[config.mk]
export PLATFORM = sky130hd
export DESIGN_NAME = newick_token_validator
export DESIGN_NICKNAME = d
export VERILOG_FILES = /design/src/hw/rtl/nwk_pkg.sv /design/src/hw/rtl/nwk_lexer.sv /design/src/hw/rtl/nwk_queue.sv /design/src/hw/rtl/nwk_checker_core.sv /design/src/hw/rtl/newick_token_validator.sv
export SDC_FILE = /design/constraint.sdc
export NUM_CORES = 1
export LEC_CHECK = 0
export BUFFER_PORTS_ARGS = -buffer_cell sky130_fd_sc_hd__buf_2
export CORE_UTILIZATION = 35
export CTS_CLUSTER_DIAMETER = 30
export CTS_CLUSTER_SIZE = 30
export DETAILED_ROUTE_END_ITERATION = 10
export PLACE_DENSITY = 0.58
export SYNTH_ARGS = -nofsm -noshare
export SYNTH_HDL_FRONTEND = slang
export SYNTH_HIERARCHICAL = 1
export SYNTH_SLANG_ARGS = --single-unit
[constraint.sdc]
create_clock -name i_clk -period 3.44 [get_ports i_clk]
set_clock_uncertainty 0.15 [all_clocks]
set_input_delay 0.172 -clock i_clk [delete_from_list [all_inputs] [get_ports i_clk]]
set_output_delay 0.172 -clock i_clk [all_outputs]
set_load 0.05 [all_outputs]
[src/hw/rtl/nwk_pkg.sv]
// Shared types, codes and character tables of the Newick token validator.
`timescale 1ns / 1ps
`default_nettype none

package nwk_pkg;

    // Token kinds as they appear on the result port
    typedef enum logic [3:0] {
        K_NONE  = 4'd0,
        K_ATTR  = 4'd1,
        K_OPEN  = 4'd2,
        K_CLOSE = 4'd3,
        K_COMMA = 4'd4,
        K_COLON = 4'd5,
        K_SEMI  = 4'd6,
        K_HASH  = 4'd7,
        K_LABEL = 4'd8
    } t_kind;

    // Error codes, first one in stream order wins
    typedef enum logic [3:0] {
        E_OK        = 4'd0,
        E_BLANK     = 4'd1,
        E_ILLEGAL   = 4'd2,
        E_UNCLOSED  = 4'd3,
        E_BAD_FIRST = 4'd4,
        E_STRAY     = 4'd5,
        E_SECOND    = 4'd6,
        E_EXTRA     = 4'd7,
        E_ORDER     = 4'd8,
        E_COUNT     = 4'd9,
        E_OVERFLOW  = 4'd10
    } t_err;

    // Lexer modes
    typedef enum logic [1:0] {
        M_BETWEEN = 2'd0,
        M_ATTR    = 2'd1,
        M_LABEL   = 2'd2
    } t_mode;

    localparam int COUNT_OUT_W = 13;
    localparam int QUEUE_DEPTH = 2;

    localparam logic [7:0] CH_SPACE  = 8'h20;
    localparam logic [7:0] CH_TAB    = 8'h09;
    localparam logic [7:0] CH_CR     = 8'h0D;
    localparam logic [7:0] CH_LF     = 8'h0A;
    localparam logic [7:0] CH_OPEN   = 8'h28;
    localparam logic [7:0] CH_CLOSE  = 8'h29;
    localparam logic [7:0] CH_LBRACK = 8'h5B;
    localparam logic [7:0] CH_RBRACK = 8'h5D;
    localparam logic [7:0] CH_COLON  = 8'h3A;
    localparam logic [7:0] CH_SEMI   = 8'h3B;
    localparam logic [7:0] CH_COMMA  = 8'h2C;
    localparam logic [7:0] CH_HASH   = 8'h23;
    localparam logic [7:0] CH_STAR   = 8'h2A;

    typedef struct packed {
        logic [7:0] text_byte;
        logic       last_byte;
    } t_item;

    typedef struct packed {
        logic [3:0]             token_kind;
        logic                   token_begins;
        logic [3:0]             error_code;
        logic                   text_done;
        logic [COUNT_OUT_W-1:0] tips_seen;
        logic [COUNT_OUT_W-1:0] inner_seen;
    } t_result;

    // Classified byte handed from the lexer to the checker
    typedef struct packed {
        t_kind kind;
        logic  begins;
        logic  bad_attr;
        logic  illegal;
        logic  comment_start;
        logic  attr_open;
        logic  last;
    } t_token;

    function automatic logic is_label_char(logic [7:0] b);
        return (b == 8'h21) || (b == 8'h5C) ||
               (b >= 8'h23 && b <= 8'h26) ||
               (b == 8'h2A) || (b == 8'h2B) ||
               (b >= 8'h2D && b <= 8'h39) ||
               (b >= 8'h3C && b <= 8'h5A) ||
               (b >= 8'h5E && b <= 8'h7E);
    endfunction

    function automatic logic is_attr_char(logic [7:0] b);
        return (b >= 8'h20) && (b <= 8'h7E) && (b != CH_LBRACK) && (b != CH_RBRACK);
    endfunction

    // Allowed successor table: row is the prior token, bit is the new token
    function automatic logic follow_ok(t_kind prior, t_kind kind);
        logic [8:0] row;
        unique case (prior)
            K_NONE:  row = 9'b1_0000_0100;
            K_ATTR:  row = 9'b0_1111_1000;
            K_OPEN:  row = 9'b1_0000_0100;
            K_CLOSE: row = 9'b1_1111_1010;
            K_COMMA: row = 9'b1_0000_0100;
            K_COLON: row = 9'b1_0000_0000;
            K_SEMI:  row = 9'b0_0000_0000;
            K_HASH:  row = 9'b1_0000_0000;
            K_LABEL: row = 9'b0_1111_1010;
            default: row = 9'b0_0000_0000;
        endcase
        return (kind <= K_LABEL) ? row[kind] : 1'b0;
    endfunction

endpackage

`default_nettype wire

[src/hw/rtl/nwk_lexer.sv]
// Front end: byte classifier and lexer mode register.
`timescale 1ns / 1ps
`default_nettype none

module nwk_lexer import nwk_pkg::*; (
    input  wire logic   i_clk,
    input  wire logic   i_rst_n,
    input  wire t_item  i_item,
    input  wire logic   i_take,
    output t_token      o_token
);

    t_mode r_mode;
    t_mode n_mode;

    always_comb begin
        logic [7:0] b;
        logic       done;
        logic       ws;
        t_mode      mode;
        t_kind      kind;
        logic       begins;
        logic       bad_attr;
        logic       illegal;

        b        = i_item.text_byte;
        done     = 1'b0;
        mode     = r_mode;
        kind     = K_NONE;
        begins   = 1'b0;
        bad_attr = 1'b0;
        illegal  = 1'b0;
        ws       = (b == CH_SPACE) || (b == CH_TAB) || (b == CH_CR) || (b == CH_LF);

        unique case (r_mode)
            M_LABEL: begin
                if (is_label_char(b)) begin
                    kind = K_LABEL;
                    done = 1'b1;
                end else begin
                    // byte ends the label, lex it as between tokens
                    mode = M_BETWEEN;
                end
            end
            M_ATTR: begin
                done = 1'b1;
                if (b == CH_RBRACK) begin
                    kind = K_ATTR;
                    mode = M_BETWEEN;
                end else if (is_attr_char(b)) begin
                    kind = K_ATTR;
                end else begin
                    bad_attr = 1'b1;
                    mode     = M_BETWEEN;
                end
            end
            default: begin
            end
        endcase

        if (!done && !ws) begin
            priority case (b)
                CH_OPEN:   kind = K_OPEN;
                CH_CLOSE:  kind = K_CLOSE;
                CH_LBRACK: begin
                    kind = K_ATTR;
                    mode = M_ATTR;
                end
                CH_COLON:  kind = K_COLON;
                CH_SEMI:   kind = K_SEMI;
                CH_COMMA:  kind = K_COMMA;
                CH_HASH:   kind = K_HASH;
                default: begin
                    if (is_label_char(b)) begin
                        kind = K_LABEL;
                        mode = M_LABEL;
                    end else begin
                        illegal = 1'b1;
                    end
                end
            endcase
            begins = (kind != K_NONE);
        end

        o_token.kind          = kind;
        o_token.begins        = begins;
        o_token.bad_attr      = bad_attr;
        o_token.illegal       = illegal;
        o_token.comment_start = begins && ((b == CH_HASH) || (b == CH_STAR));
        o_token.attr_open     = (mode == M_ATTR);
        o_token.last          = i_item.last_byte;

        // a new text starts after the last byte
        n_mode = i_item.last_byte ? M_BETWEEN : mode;
    end

    always_ff @(posedge i_clk) begin
        if (!i_rst_n) begin
            r_mode <= M_BETWEEN;
        end else if (i_take) begin
            r_mode <= n_mode;
        end
    end

endmodule

`default_nettype wire

[src/hw/rtl/nwk_queue.sv]
// Small flip-flop FIFO between lexer and checker.
`timescale 1ns / 1ps
`default_nettype none

module nwk_queue #(
    parameter int WIDTH = 8,
    parameter int DEPTH = 2
) (
    input  wire logic             i_clk,
    input  wire logic             i_rst_n,
    input  wire logic             i_wr,
    input  wire logic [WIDTH-1:0] i_data,
    input  wire logic             i_rd,
    output logic [WIDTH-1:0]      o_data,
    output logic                  o_full,
    output logic                  o_valid
);

    localparam int PW = (DEPTH > 1) ? $clog2(DEPTH) : 1;
    localparam int CW = $clog2(DEPTH + 1);
    localparam logic [PW-1:0] LAST_PTR = PW'(DEPTH - 1);
    localparam logic [CW-1:0] FULL_CNT = CW'(DEPTH);

    logic [WIDTH-1:0] r_mem [DEPTH];
    logic [PW-1:0]    r_wr_ptr;
    logic [PW-1:0]    r_rd_ptr;
    logic [CW-1:0]    r_count;

    logic do_wr;
    logic do_rd;

    assign o_full  = (r_count == FULL_CNT);
    assign o_valid = (r_count != '0);
    assign o_data  = r_mem[r_rd_ptr];
    assign do_wr   = i_wr && !o_full;
    assign do_rd   = i_rd && o_valid;

    always_ff @(posedge i_clk) begin
        if (do_wr) begin
            r_mem[r_wr_ptr] <= i_data;
        end
    end

    always_ff @(posedge i_clk) begin
        if (!i_rst_n) begin
            r_wr_ptr <= '0;
            r_rd_ptr <= '0;
            r_count  <= '0;
        end else begin
            if (do_wr) begin
                r_wr_ptr <= (r_wr_ptr == LAST_PTR) ? '0 : r_wr_ptr + 1'b1;
            end
            if (do_rd) begin
                r_rd_ptr <= (r_rd_ptr == LAST_PTR) ? '0 : r_rd_ptr + 1'b1;
            end
            if (do_wr && !do_rd) begin
                r_count <= r_count + 1'b1;
            end else if (do_rd && !do_wr) begin
                r_count <= r_count - 1'b1;
            end
        end
    end

endmodule

`default_nettype wire

[src/hw/rtl/nwk_checker_core.sv]
// Back end: token order rules, parenthesis and tip counts, sticky error, result register.
`timescale 1ns / 1ps
`default_nettype none

module nwk_checker_core import nwk_pkg::*; #(
    parameter int MAX_COUNT = 4096
) (
    input  wire logic   i_clk,
    input  wire logic   i_rst_n,
    input  wire t_token i_token,
    input  wire logic   i_token_valid,
    output logic        o_token_take,
    input  wire logic   i_pop,
    output t_result     o_result,
    output logic        o_result_valid
);

    localparam int CW = $clog2(MAX_COUNT + 1);
    localparam logic [CW-1:0] MAX_C = CW'(MAX_COUNT);

    t_kind         r_prior;
    t_kind         r_first;
    logic [CW-1:0] r_depth;
    logic [CW-1:0] r_open;
    logic [CW-1:0] r_close;
    logic [CW-1:0] r_leaf;
    t_err          r_err;

    t_kind         n_prior;
    t_kind         n_first;
    logic [CW-1:0] n_depth;
    logic [CW-1:0] n_open;
    logic [CW-1:0] n_close;
    logic [CW-1:0] n_leaf;
    t_err          n_err;

    t_result r_out;
    logic    r_out_valid;

    assign o_token_take   = i_token_valid && (!r_out_valid || i_pop);
    assign o_result       = r_out;
    assign o_result_valid = r_out_valid;

    always_comb begin
        logic  is_open;
        logic  is_close;
        logic  is_leaf;
        logic  ovf;
        t_err  cand;

        is_open  = i_token.begins && (i_token.kind == K_OPEN);
        is_close = i_token.begins && (i_token.kind == K_CLOSE);
        is_leaf  = i_token.begins && (i_token.kind == K_LABEL) &&
                   ((r_prior == K_NONE) || (r_prior == K_OPEN) || (r_prior == K_COMMA));

        n_open  = r_open;
        n_close = r_close;
        n_leaf  = r_leaf;
        n_depth = r_depth;
        ovf     = 1'b0;

        // saturating counts, overflow raised on an increment past the limit
        if (is_open) begin
            if (r_open >= MAX_C) ovf = 1'b1;
            else n_open = r_open + 1'b1;
            if (r_depth < MAX_C) n_depth = r_depth + 1'b1;
        end else if (is_close) begin
            if (r_close >= MAX_C) ovf = 1'b1;
            else n_close = r_close + 1'b1;
            if (r_depth != '0) n_depth = r_depth - 1'b1;
        end else if (is_leaf) begin
            if (r_leaf >= MAX_C) ovf = 1'b1;
            else n_leaf = r_leaf + 1'b1;
        end

        n_first = (i_token.begins && (r_first == K_NONE)) ? i_token.kind : r_first;
        n_prior = i_token.begins ? i_token.kind : r_prior;

        // stream order within one byte decides the priority
        priority if (i_token.bad_attr) begin
            cand = E_UNCLOSED;
        end else if (i_token.illegal) begin
            cand = E_ILLEGAL;
        end else if (i_token.begins && (r_first == K_NONE) && i_token.comment_start) begin
            cand = E_BLANK;
        end else if (i_token.begins && (r_first == K_NONE) &&
                     (i_token.kind != K_OPEN) && (i_token.kind != K_LABEL)) begin
            cand = E_BAD_FIRST;
        end else if ((r_first != K_NONE) && (r_first != K_OPEN) && (is_open || is_close)) begin
            cand = E_STRAY;
        end else if ((r_first == K_OPEN) && (r_depth == '0) && is_open) begin
            cand = E_SECOND;
        end else if ((r_first == K_OPEN) && (r_depth == '0) && is_close) begin
            cand = E_EXTRA;
        end else if (i_token.begins && !follow_ok(r_prior, i_token.kind)) begin
            cand = E_ORDER;
        end else if (ovf) begin
            cand = E_OVERFLOW;
        end else if (i_token.last && i_token.attr_open) begin
            cand = E_UNCLOSED;
        end else if (i_token.last && (n_first == K_NONE)) begin
            cand = E_BLANK;
        end else if (i_token.last && (n_open != n_close)) begin
            cand = E_COUNT;
        end else begin
            cand = E_OK;
        end

        n_err = (r_err != E_OK) ? r_err : cand;
    end

    always_ff @(posedge i_clk) begin
        if (!i_rst_n) begin
            r_prior <= K_NONE;
            r_first <= K_NONE;
            r_depth <= '0;
            r_open  <= '0;
            r_close <= '0;
            r_leaf  <= '0;
            r_err   <= E_OK;
        end else if (o_token_take) begin
            if (i_token.last) begin
                // clear for the next text
                r_prior <= K_NONE;
                r_first <= K_NONE;
                r_depth <= '0;
                r_open  <= '0;
                r_close <= '0;
                r_leaf  <= '0;
                r_err   <= E_OK;
            end else begin
                r_prior <= n_prior;
                r_first <= n_first;
                r_depth <= n_depth;
                r_open  <= n_open;
                r_close <= n_close;
                r_leaf  <= n_leaf;
                r_err   <= n_err;
            end
        end
    end

    always_ff @(posedge i_clk) begin
        if (o_token_take) begin
            r_out.token_kind   <= i_token.kind;
            r_out.token_begins <= i_token.begins;
            r_out.error_code   <= n_err;
            r_out.text_done    <= i_token.last;
            r_out.tips_seen    <= COUNT_OUT_W'(n_leaf);
            r_out.inner_seen   <= COUNT_OUT_W'(n_open);
        end
    end

    always_ff @(posedge i_clk) begin
        if (!i_rst_n) begin
            r_out_valid <= 1'b0;
        end else if (o_token_take) begin
            r_out_valid <= 1'b1;
        end else if (i_pop) begin
            r_out_valid <= 1'b0;
        end
    end

endmodule

`default_nettype wire

[src/hw/rtl/newick_token_validator.sv]
// Top level of the Newick token validator: lexer, token queue and checker.
`timescale 1ns / 1ps
`default_nettype none

// Newick token validator. Feed the tree text one byte per transfer on the push side,
// marking the final byte with last_byte; each byte yields exactly one result on the pop
// side, in order, carrying the token kind of that byte, whether it starts a token, the
// first error seen so far in the text, and the running tip and inner node counts (low 13
// bits). The result for the last byte has text_done set and carries the final verdict;
// the block then starts over for the next text. Throughput is one byte per cycle when
// nothing stalls: the lexer classifies a byte in the cycle it is pushed, and the checker
// retires one token per cycle, while results are popped, through its single result
// register. A pushed byte passes the token queue and then that result register. The
// two-entry token queue lets the push side keep going for two bytes while the pop side
// holds off. Counts saturate at MAX_COUNT and an increment past it reports overflow.
module newick_token_validator import nwk_pkg::*; #(
    parameter int MAX_COUNT = 4096
) (
    input  wire logic    i_clk,
    input  wire logic    i_rst_n,
    input  wire logic    push,
    output logic         full,
    input  wire t_item   i_item,
    output logic         empty,
    input  wire logic    pop,
    output t_result      o_result
);

    t_token lex_token;
    t_token q_token;
    logic   q_valid;
    logic   q_take;
    logic   push_take;
    logic   result_valid;

    // A byte transfers when the queue has room
    assign push_take = push && !full;
    assign empty     = !result_valid;

    // Front: classify each byte and advance the lexer mode
    nwk_lexer u_lexer (
        .i_clk   (i_clk),
        .i_rst_n (i_rst_n),
        .i_item  (i_item),
        .i_take  (push_take),
        .o_token (lex_token)
    );

    // Decouple lexer from checker so each side can stall on its own
    nwk_queue #(
        .WIDTH ($bits(t_token)),
        .DEPTH (QUEUE_DEPTH)
    ) u_queue (
        .i_clk   (i_clk),
        .i_rst_n (i_rst_n),
        .i_wr    (push),
        .i_data  (lex_token),
        .i_rd    (q_take),
        .o_data  (q_token),
        .o_full  (full),
        .o_valid (q_valid)
    );

    // Back: apply order rules, count, hold the result until popped
    nwk_checker_core #(
        .MAX_COUNT (MAX_COUNT)
    ) u_core (
        .i_clk          (i_clk),
        .i_rst_n        (i_rst_n),
        .i_token        (q_token),
        .i_token_valid  (q_valid),
        .o_token_take   (q_take),
        .i_pop          (pop),
        .o_result       (o_result),
        .o_result_valid (result_valid)
    );

endmodule

`default_nettype wire

Word level (Yosys, flattened, before mapping)

Memory sizes are Yosys's and may differ from the RTL's. A register that Yosys moved wholly into a read port is not among the register bits.
Index checks and enable logic that the tools add are counted.

Mux-type cells: 88
Add/sub/neg operators: 9
Reduce and logical (&&, ||, !) cells: 71
Magnitude comparators: 15
Eq/ne operators: 33

Operator list:

| cell                  | number |
|---|---|
| $mux 13               | 17 |
| $mux 4                | 25 |
| $eq 8x6->1 const B    | 10 |
| $mux 9                | 7 |
| $add 13x1->13 const B | 4 |
| $ge 13x13->1 const B  | 3 |
| $ge 8x6->1 const B    | 4 |
| $logic_and 1x1->1     | 31 |
| $pmux 4 s7            | 1 |
| $mux 1                | 25 |
| $eq 8x4->1 const B    | 3 |
| $eq 8x7->1 const B    | 3 |
| $eq 4x2->1 const B    | 4 |
| $le 8x6->1 const B    | 2 |
| $le 8x7->1 const B    | 2 |
| $mux 2                | 8 |
| $ne 8x7->1 const B    | 2 |
| $logic_or 1x1->1      | 15 |
| $logic_not 13->1      | 1 |
| $lt 13x13->1 const B  | 1 |
| $ne 13x13->1          | 1 |
| $reduce_bool 13->1    | 1 |
| $sub 13x1->13 const B | 1 |
| $logic_not 4->1       | 3 |
| other kinds (25)      | 42 |

Output and inout bits: 38
ROM bits: 128
Logic and storage cells: 236
Memory bits (writable): 20
Memories: 2
Register bits: 107

Memory list:

| name            | words | bits a word | rd ports | clocked after Yosys merged registers in | wr ports | line            | source |
|---|---|---|---|---|---|---|---|
| (no name shown) | 16    | 8           | 1        | 1                                       | 0        | nwk_pkg.sv:100  | `unique case (prior)` |
| u_queue.r_mem   | 2     | 10          | 1        | 1                                       | 1        | nwk_queue.sv:24 | `logic [WIDTH-1:0] r_mem [DEPTH];` |

Longest topological paths before layout

Word-level depth: 25
Depth in mapped cells: 16
Mapped depth without buffers: 13

Cells and area by module

Netlist, hierarchy kept.

By module, submodules not included:

| module                 | times used | cells an instance | area an instance (um2) | seq. area each (um2) |
|---|---|---|---|---|
| nwk_checker_core       | 1          | 610               | 5,650.4                | 2,462.4 |
| nwk_queue              | 1          | 57                | 948.4                  | 700.7 |
| nwk_lexer              | 1          | 117               | 772.0                  | 40.0 |
| newick_token_validator | 1          | 2                 | 17.5                   | 0.0 |

Worst setup path before layout

Ideal clock, no wire load.

Path type: reg2reg
From: reg (tool-made name)
To: reg u_core.r_depth[8]
Cell stages (with the launch flop): 16
Setup slack: -84 ps
Arrival time: 3,246 ps
Setup time: 128 ps
Cell sequence: dfxtp_1 > buf_2 > mux2_2 > buf_2 > and4bb_1 > buf_4 > nand2b_1 > ha_1 > nor2b_1 > o21ai_0 > a21oi_1 > o211ai_1 > a21boi_0 > or3_1 > a32oi_1 > nor2_1

RTL lines:

| item                   | line                    | source |
|---|---|---|
| end signal: assignment | nwk_checker_core.sv:134 | `r_depth <= n_depth;` |
| end: declaration       | nwk_checker_core.sv:23  | `logic [CW-1:0] r_depth;` |

==> PnR_summary.wiki <==
{| class="wikitable"
! Metric !! Value
|-
| Setup repair after global routing missed its margin || false
|-
| Period utilization || a little over nine tenths
|-
| Synthesized flop and latch total || between 100 and 150
|-
| Number of buffers between clock root and the deepest sink || 2
|-
| Input/output buffers || 50
|-
| Sum of net half-perimeters after detailed placement || 12700 um
|-
| Number of synthesis warnings || 6
|-
| Post-Synth Adder-Cell Area || 3.66%
|-
| Die H || 147 um
|-
| Detailed-router iteration count before antenna repair || 5
|-
| Detail-routed via count per cell || 5.39
|-
| Die Area || 21700 sq um
|-
| Complex-gate fraction of the synthesized area || 17.3%
|-
| Worst EP arrival || 3.29 ns
|-
| Wire length of the first global-routing pass || ~29000 um
|-
| Largest fanout of any net on the critical path || 10
|-
| Area share of the leading cell type in the synthesized netlist || 22.8%
|-
| Number of enable flip-flop cells after synthesis || 56
|-
| Number of non-filler instances in the completed layout || 1146
|-
| Layout filler cell count || 1984
|-
| Top post-synthesis cells by area || edfxtp_1 (23%), dfxtp_1 (21%), nor2_1 (4.0%)
|-
| Routability Congestion || between 0.8 and 0.9
|-
| Post-route DRC || 0
|-
| Number of antenna violations at the first check in global routing || 0
|-
| Required time reported for the critical path endpoint || 3.47 ns
|-
| Final setup fails || 0
|-
| Source-to-sink clock delay at the later pin of the worst-skew pair || 0.42 ns
|-
| Maximum number of pins on one net before global-route repair || 47
|-
| Synthesized netlist net count || 820
|-
| Overflow after GRT || 0
|-
| I/O pin cnt || 51
|-
| Total wire length || 18100 um
|-
| Initial standard-cell utilization of the core || ~36%
|-
| Library cell with the highest instance count after synthesis || nor2_1
|-
| Cells after synthesis || 786
|-
| Post-route minimum period || 3.26 ns
|-
| Area Overhead vs Synth || 19.4%
|-
| Max_cap viols || 0
|-
| Dominant combinational cell family by area after synthesis || simple AND/OR/NAND/NOR gates
|-
| Cell chosen for the clock root || clkbuf_16
|-
| Outcome || finished clean
|-
| Antenna-violating nets left || 0
|-
| Number of global-route vias before repair || 5690
|-
| All-layer global routing usage || roughly 17%
|-
| Register cell area after layout || 3200 sq um
|-
| Total placed cells including tap cells || 1110
|-
| Net total in the final layout || 897
|-
| Most frequent cells after synthesis || nor2_1 (79), dfxtp_1 (76), edfxtp_1 (56)
|-
| Worst VDD drop || between 300 and 400 uV
|-
| Detailed-route via count || ~6200
|-
| Sort of element at the end of the critical path || flop
|-
| Startpoint-to-endpoint class of the critical path || flop to flop
|-
| Mean post-synth cell area || 9.40 sq um
|-
| CP startpoint kind || flop
|-
| Transition time at the pin with the least slew margin || between 0.9 and 1 ns
|-
| Number of clock sinks || roughly 130
|-
| Routed length per placed instance || 15.8 um
|-
| Library cells used by synthesis || 88
|-
| DRT iter0 DRCs || about 500
|-
| Share of cells above drive strength 1 || 21.0%
|-
| Ant diodes || 0
|-
| Cell area power density || ~740 nW/um^2
|-
| XOR/XNOR share of the synthesized area || 6.32%
|-
| Standard-cell row count || 52
|-
| Peak clock frequency supported by timing || 0.307 GHz
|-
| Die W || 147 um
|-
| Post-synthesis share of cell area spent on and, or, nand and nor gates || 23.6%
|-
| CTS HTree Levels || 4
|-
| Asr flop ratio synth || 0%
|-
| TritonCTS clock tree || done
|-
| Number of buffers inserted during clock tree synthesis || 17
|-
| Post-Route Setup TNS || 0 ns
|-
| Clock slew at the register clock pins of the worst setup and hold paths || 0.06 ns
|-
| HP Class || primary input to flop
|-
| Sequential element share of the synthesized area || a little over two fifths
|-
| Std-Cell Core Area || between 20000 and 25000 sq um
|-
| Leakage power total || 3.40 nW
|-
| Post-Route Hold Slack || 0.0971 ns
|-
| Area taken by multi-input logic gates || 3970 sq um
|-
| Worst relative slew slack || 37.9%
|-
| Final number of max-transition violations || 0
|-
| Mux share of post-synthesis cell area || 1.66%
|-
| Ys flop type || dfxtp_1
|-
| Dominant cell type by area after synthesis || edfxtp_1
|-
| Post-synthesis cell area || approximately 7400 sq um
|-
| Fin. Hold Viols || 0
|}
[cell families (layout without fill, tap and decap cells)]
group / Yosys count / after routing
mux: 11 / 11
xor+xnor: 49 / 49
buf+inv: 74 / 164
simple gates: 309 / 309
flops: 132 / 132
compound gates: 190 / 190
fa+ha+maj: 21 / 21
[through the flow]
step	worst slack, ns	util, %	area, sq um	total power [W]
floorplan	0.0339	-	7390	0.00409
global placement	0.0670	39.7	8130	0.00478
detailed placement	-0.0446	39.7	8130	0.00479
CTS	0.0389	42.6	8730	0.00657
global route	0.0314	43.0	8820	0.00692
finish	0.183	43.0	8820	0.00656
[layer usage]
layer	track usage, %	vias to the layer above	share of wire (%)
li1	-	3074	-
met1	22.8	2953	47
met2	27.4	132	47
met3	3.35	22	3.9
met4	6.39	0	1.6
met5	0	-	0
[area by class of cell]
cell class | count | area share [%]
clock inverter | 15 | 1.66
clock buffer | 17 | 4.82
sequential | 132 | 36.3
inverter | 35 | 1.49
tap | 270 | 3.83
multi-input combinational | 580 | 45.0
timing repair buffer | 97 | 6.92
[layout by cell type (no fill, tap or decap), drive strengths merged, types with 6 or more instances in the layout]
cell type,instances
xor2,17
buf,94
or3,11
nand2b,8
and3,18
and4,7
nand4,16
a22oi,26
nand2,43
dfxtp,76
edfxtp,56
nor2b,14
mux2,10
and2,11
nor3b,6
o21ai,41
nor4,16
a211oi,8
clkbuf,17
a31oi,11
nor3,25
xnor2,30
o21a,6
nand3,23
ha,20
a21oi,48
inv,40
nor2,80
[worst max-delay path, stage by stage (launching register included)]
cell	delay (ns)
dfxtp_2	0.35
mux2_2	0.36
buf_4	0.19
or4b_4	0.49
or4_1	0.52
a211oi_2	0.26
o21bai_2	0.19
o31ai_1	0.09
a21o_1	0.18
o22ai_1	0.14
nand2_1	0.07
[state kept, by name, summed over array words and instances (netlist names), named ones only]
| name | count |
|---|---|
| u_core/r_close | 13 |
| u_core/r_first | 4 |
| u_core/r_depth | 13 |
| u_queue/r_mem | 20 |
| u_core/r_prior | 4 |
| u_core/o_result | 36 |
| u_lexer/r_mode | 2 |
| u_core/r_leaf | 13 |
| u_core/r_err | 4 |
| u_queue/r_count | 2 |
| u_queue/r_wr_ptr | 1 |
| u_core/o_result_valid | 1 |
| u_queue/r_rd_ptr | 1 |
| u_core/r_open | 13 |
[report_power, final]
group          internal (W)  leakage (nW)  switching, W
clock network       0.00101         0.269      0.000752
registers           0.00201          1.16      0.000111
logic              0.000796          1.97       0.00189
[final timing paths]
check / startpoint / to / slack, ns / depth (start not counted)
worst max-delay path: flop / u_core/o_result[27] / 0.18 / 10
worst min-delay path: i_rst_n / u_queue/r_wr_ptr / 0.1 / 3
worst max register to register: flop / u_core/o_result[27] / 0.18 / 10
worst min register to register: u_core/r_first[3] / u_core/r_first[3] / 0.35 / 2
[repair_timing]
action | CTS | global route
endpoints found under the hold margin | 6 | 0
endpoints found under the setup margin | 3 | 10
resized for setup | 1 | 19
pin swaps | 0 | 7
buffers inserted | 0 | 1
hold buffers | 3 | 0
(Power assumes the default switching activity.)
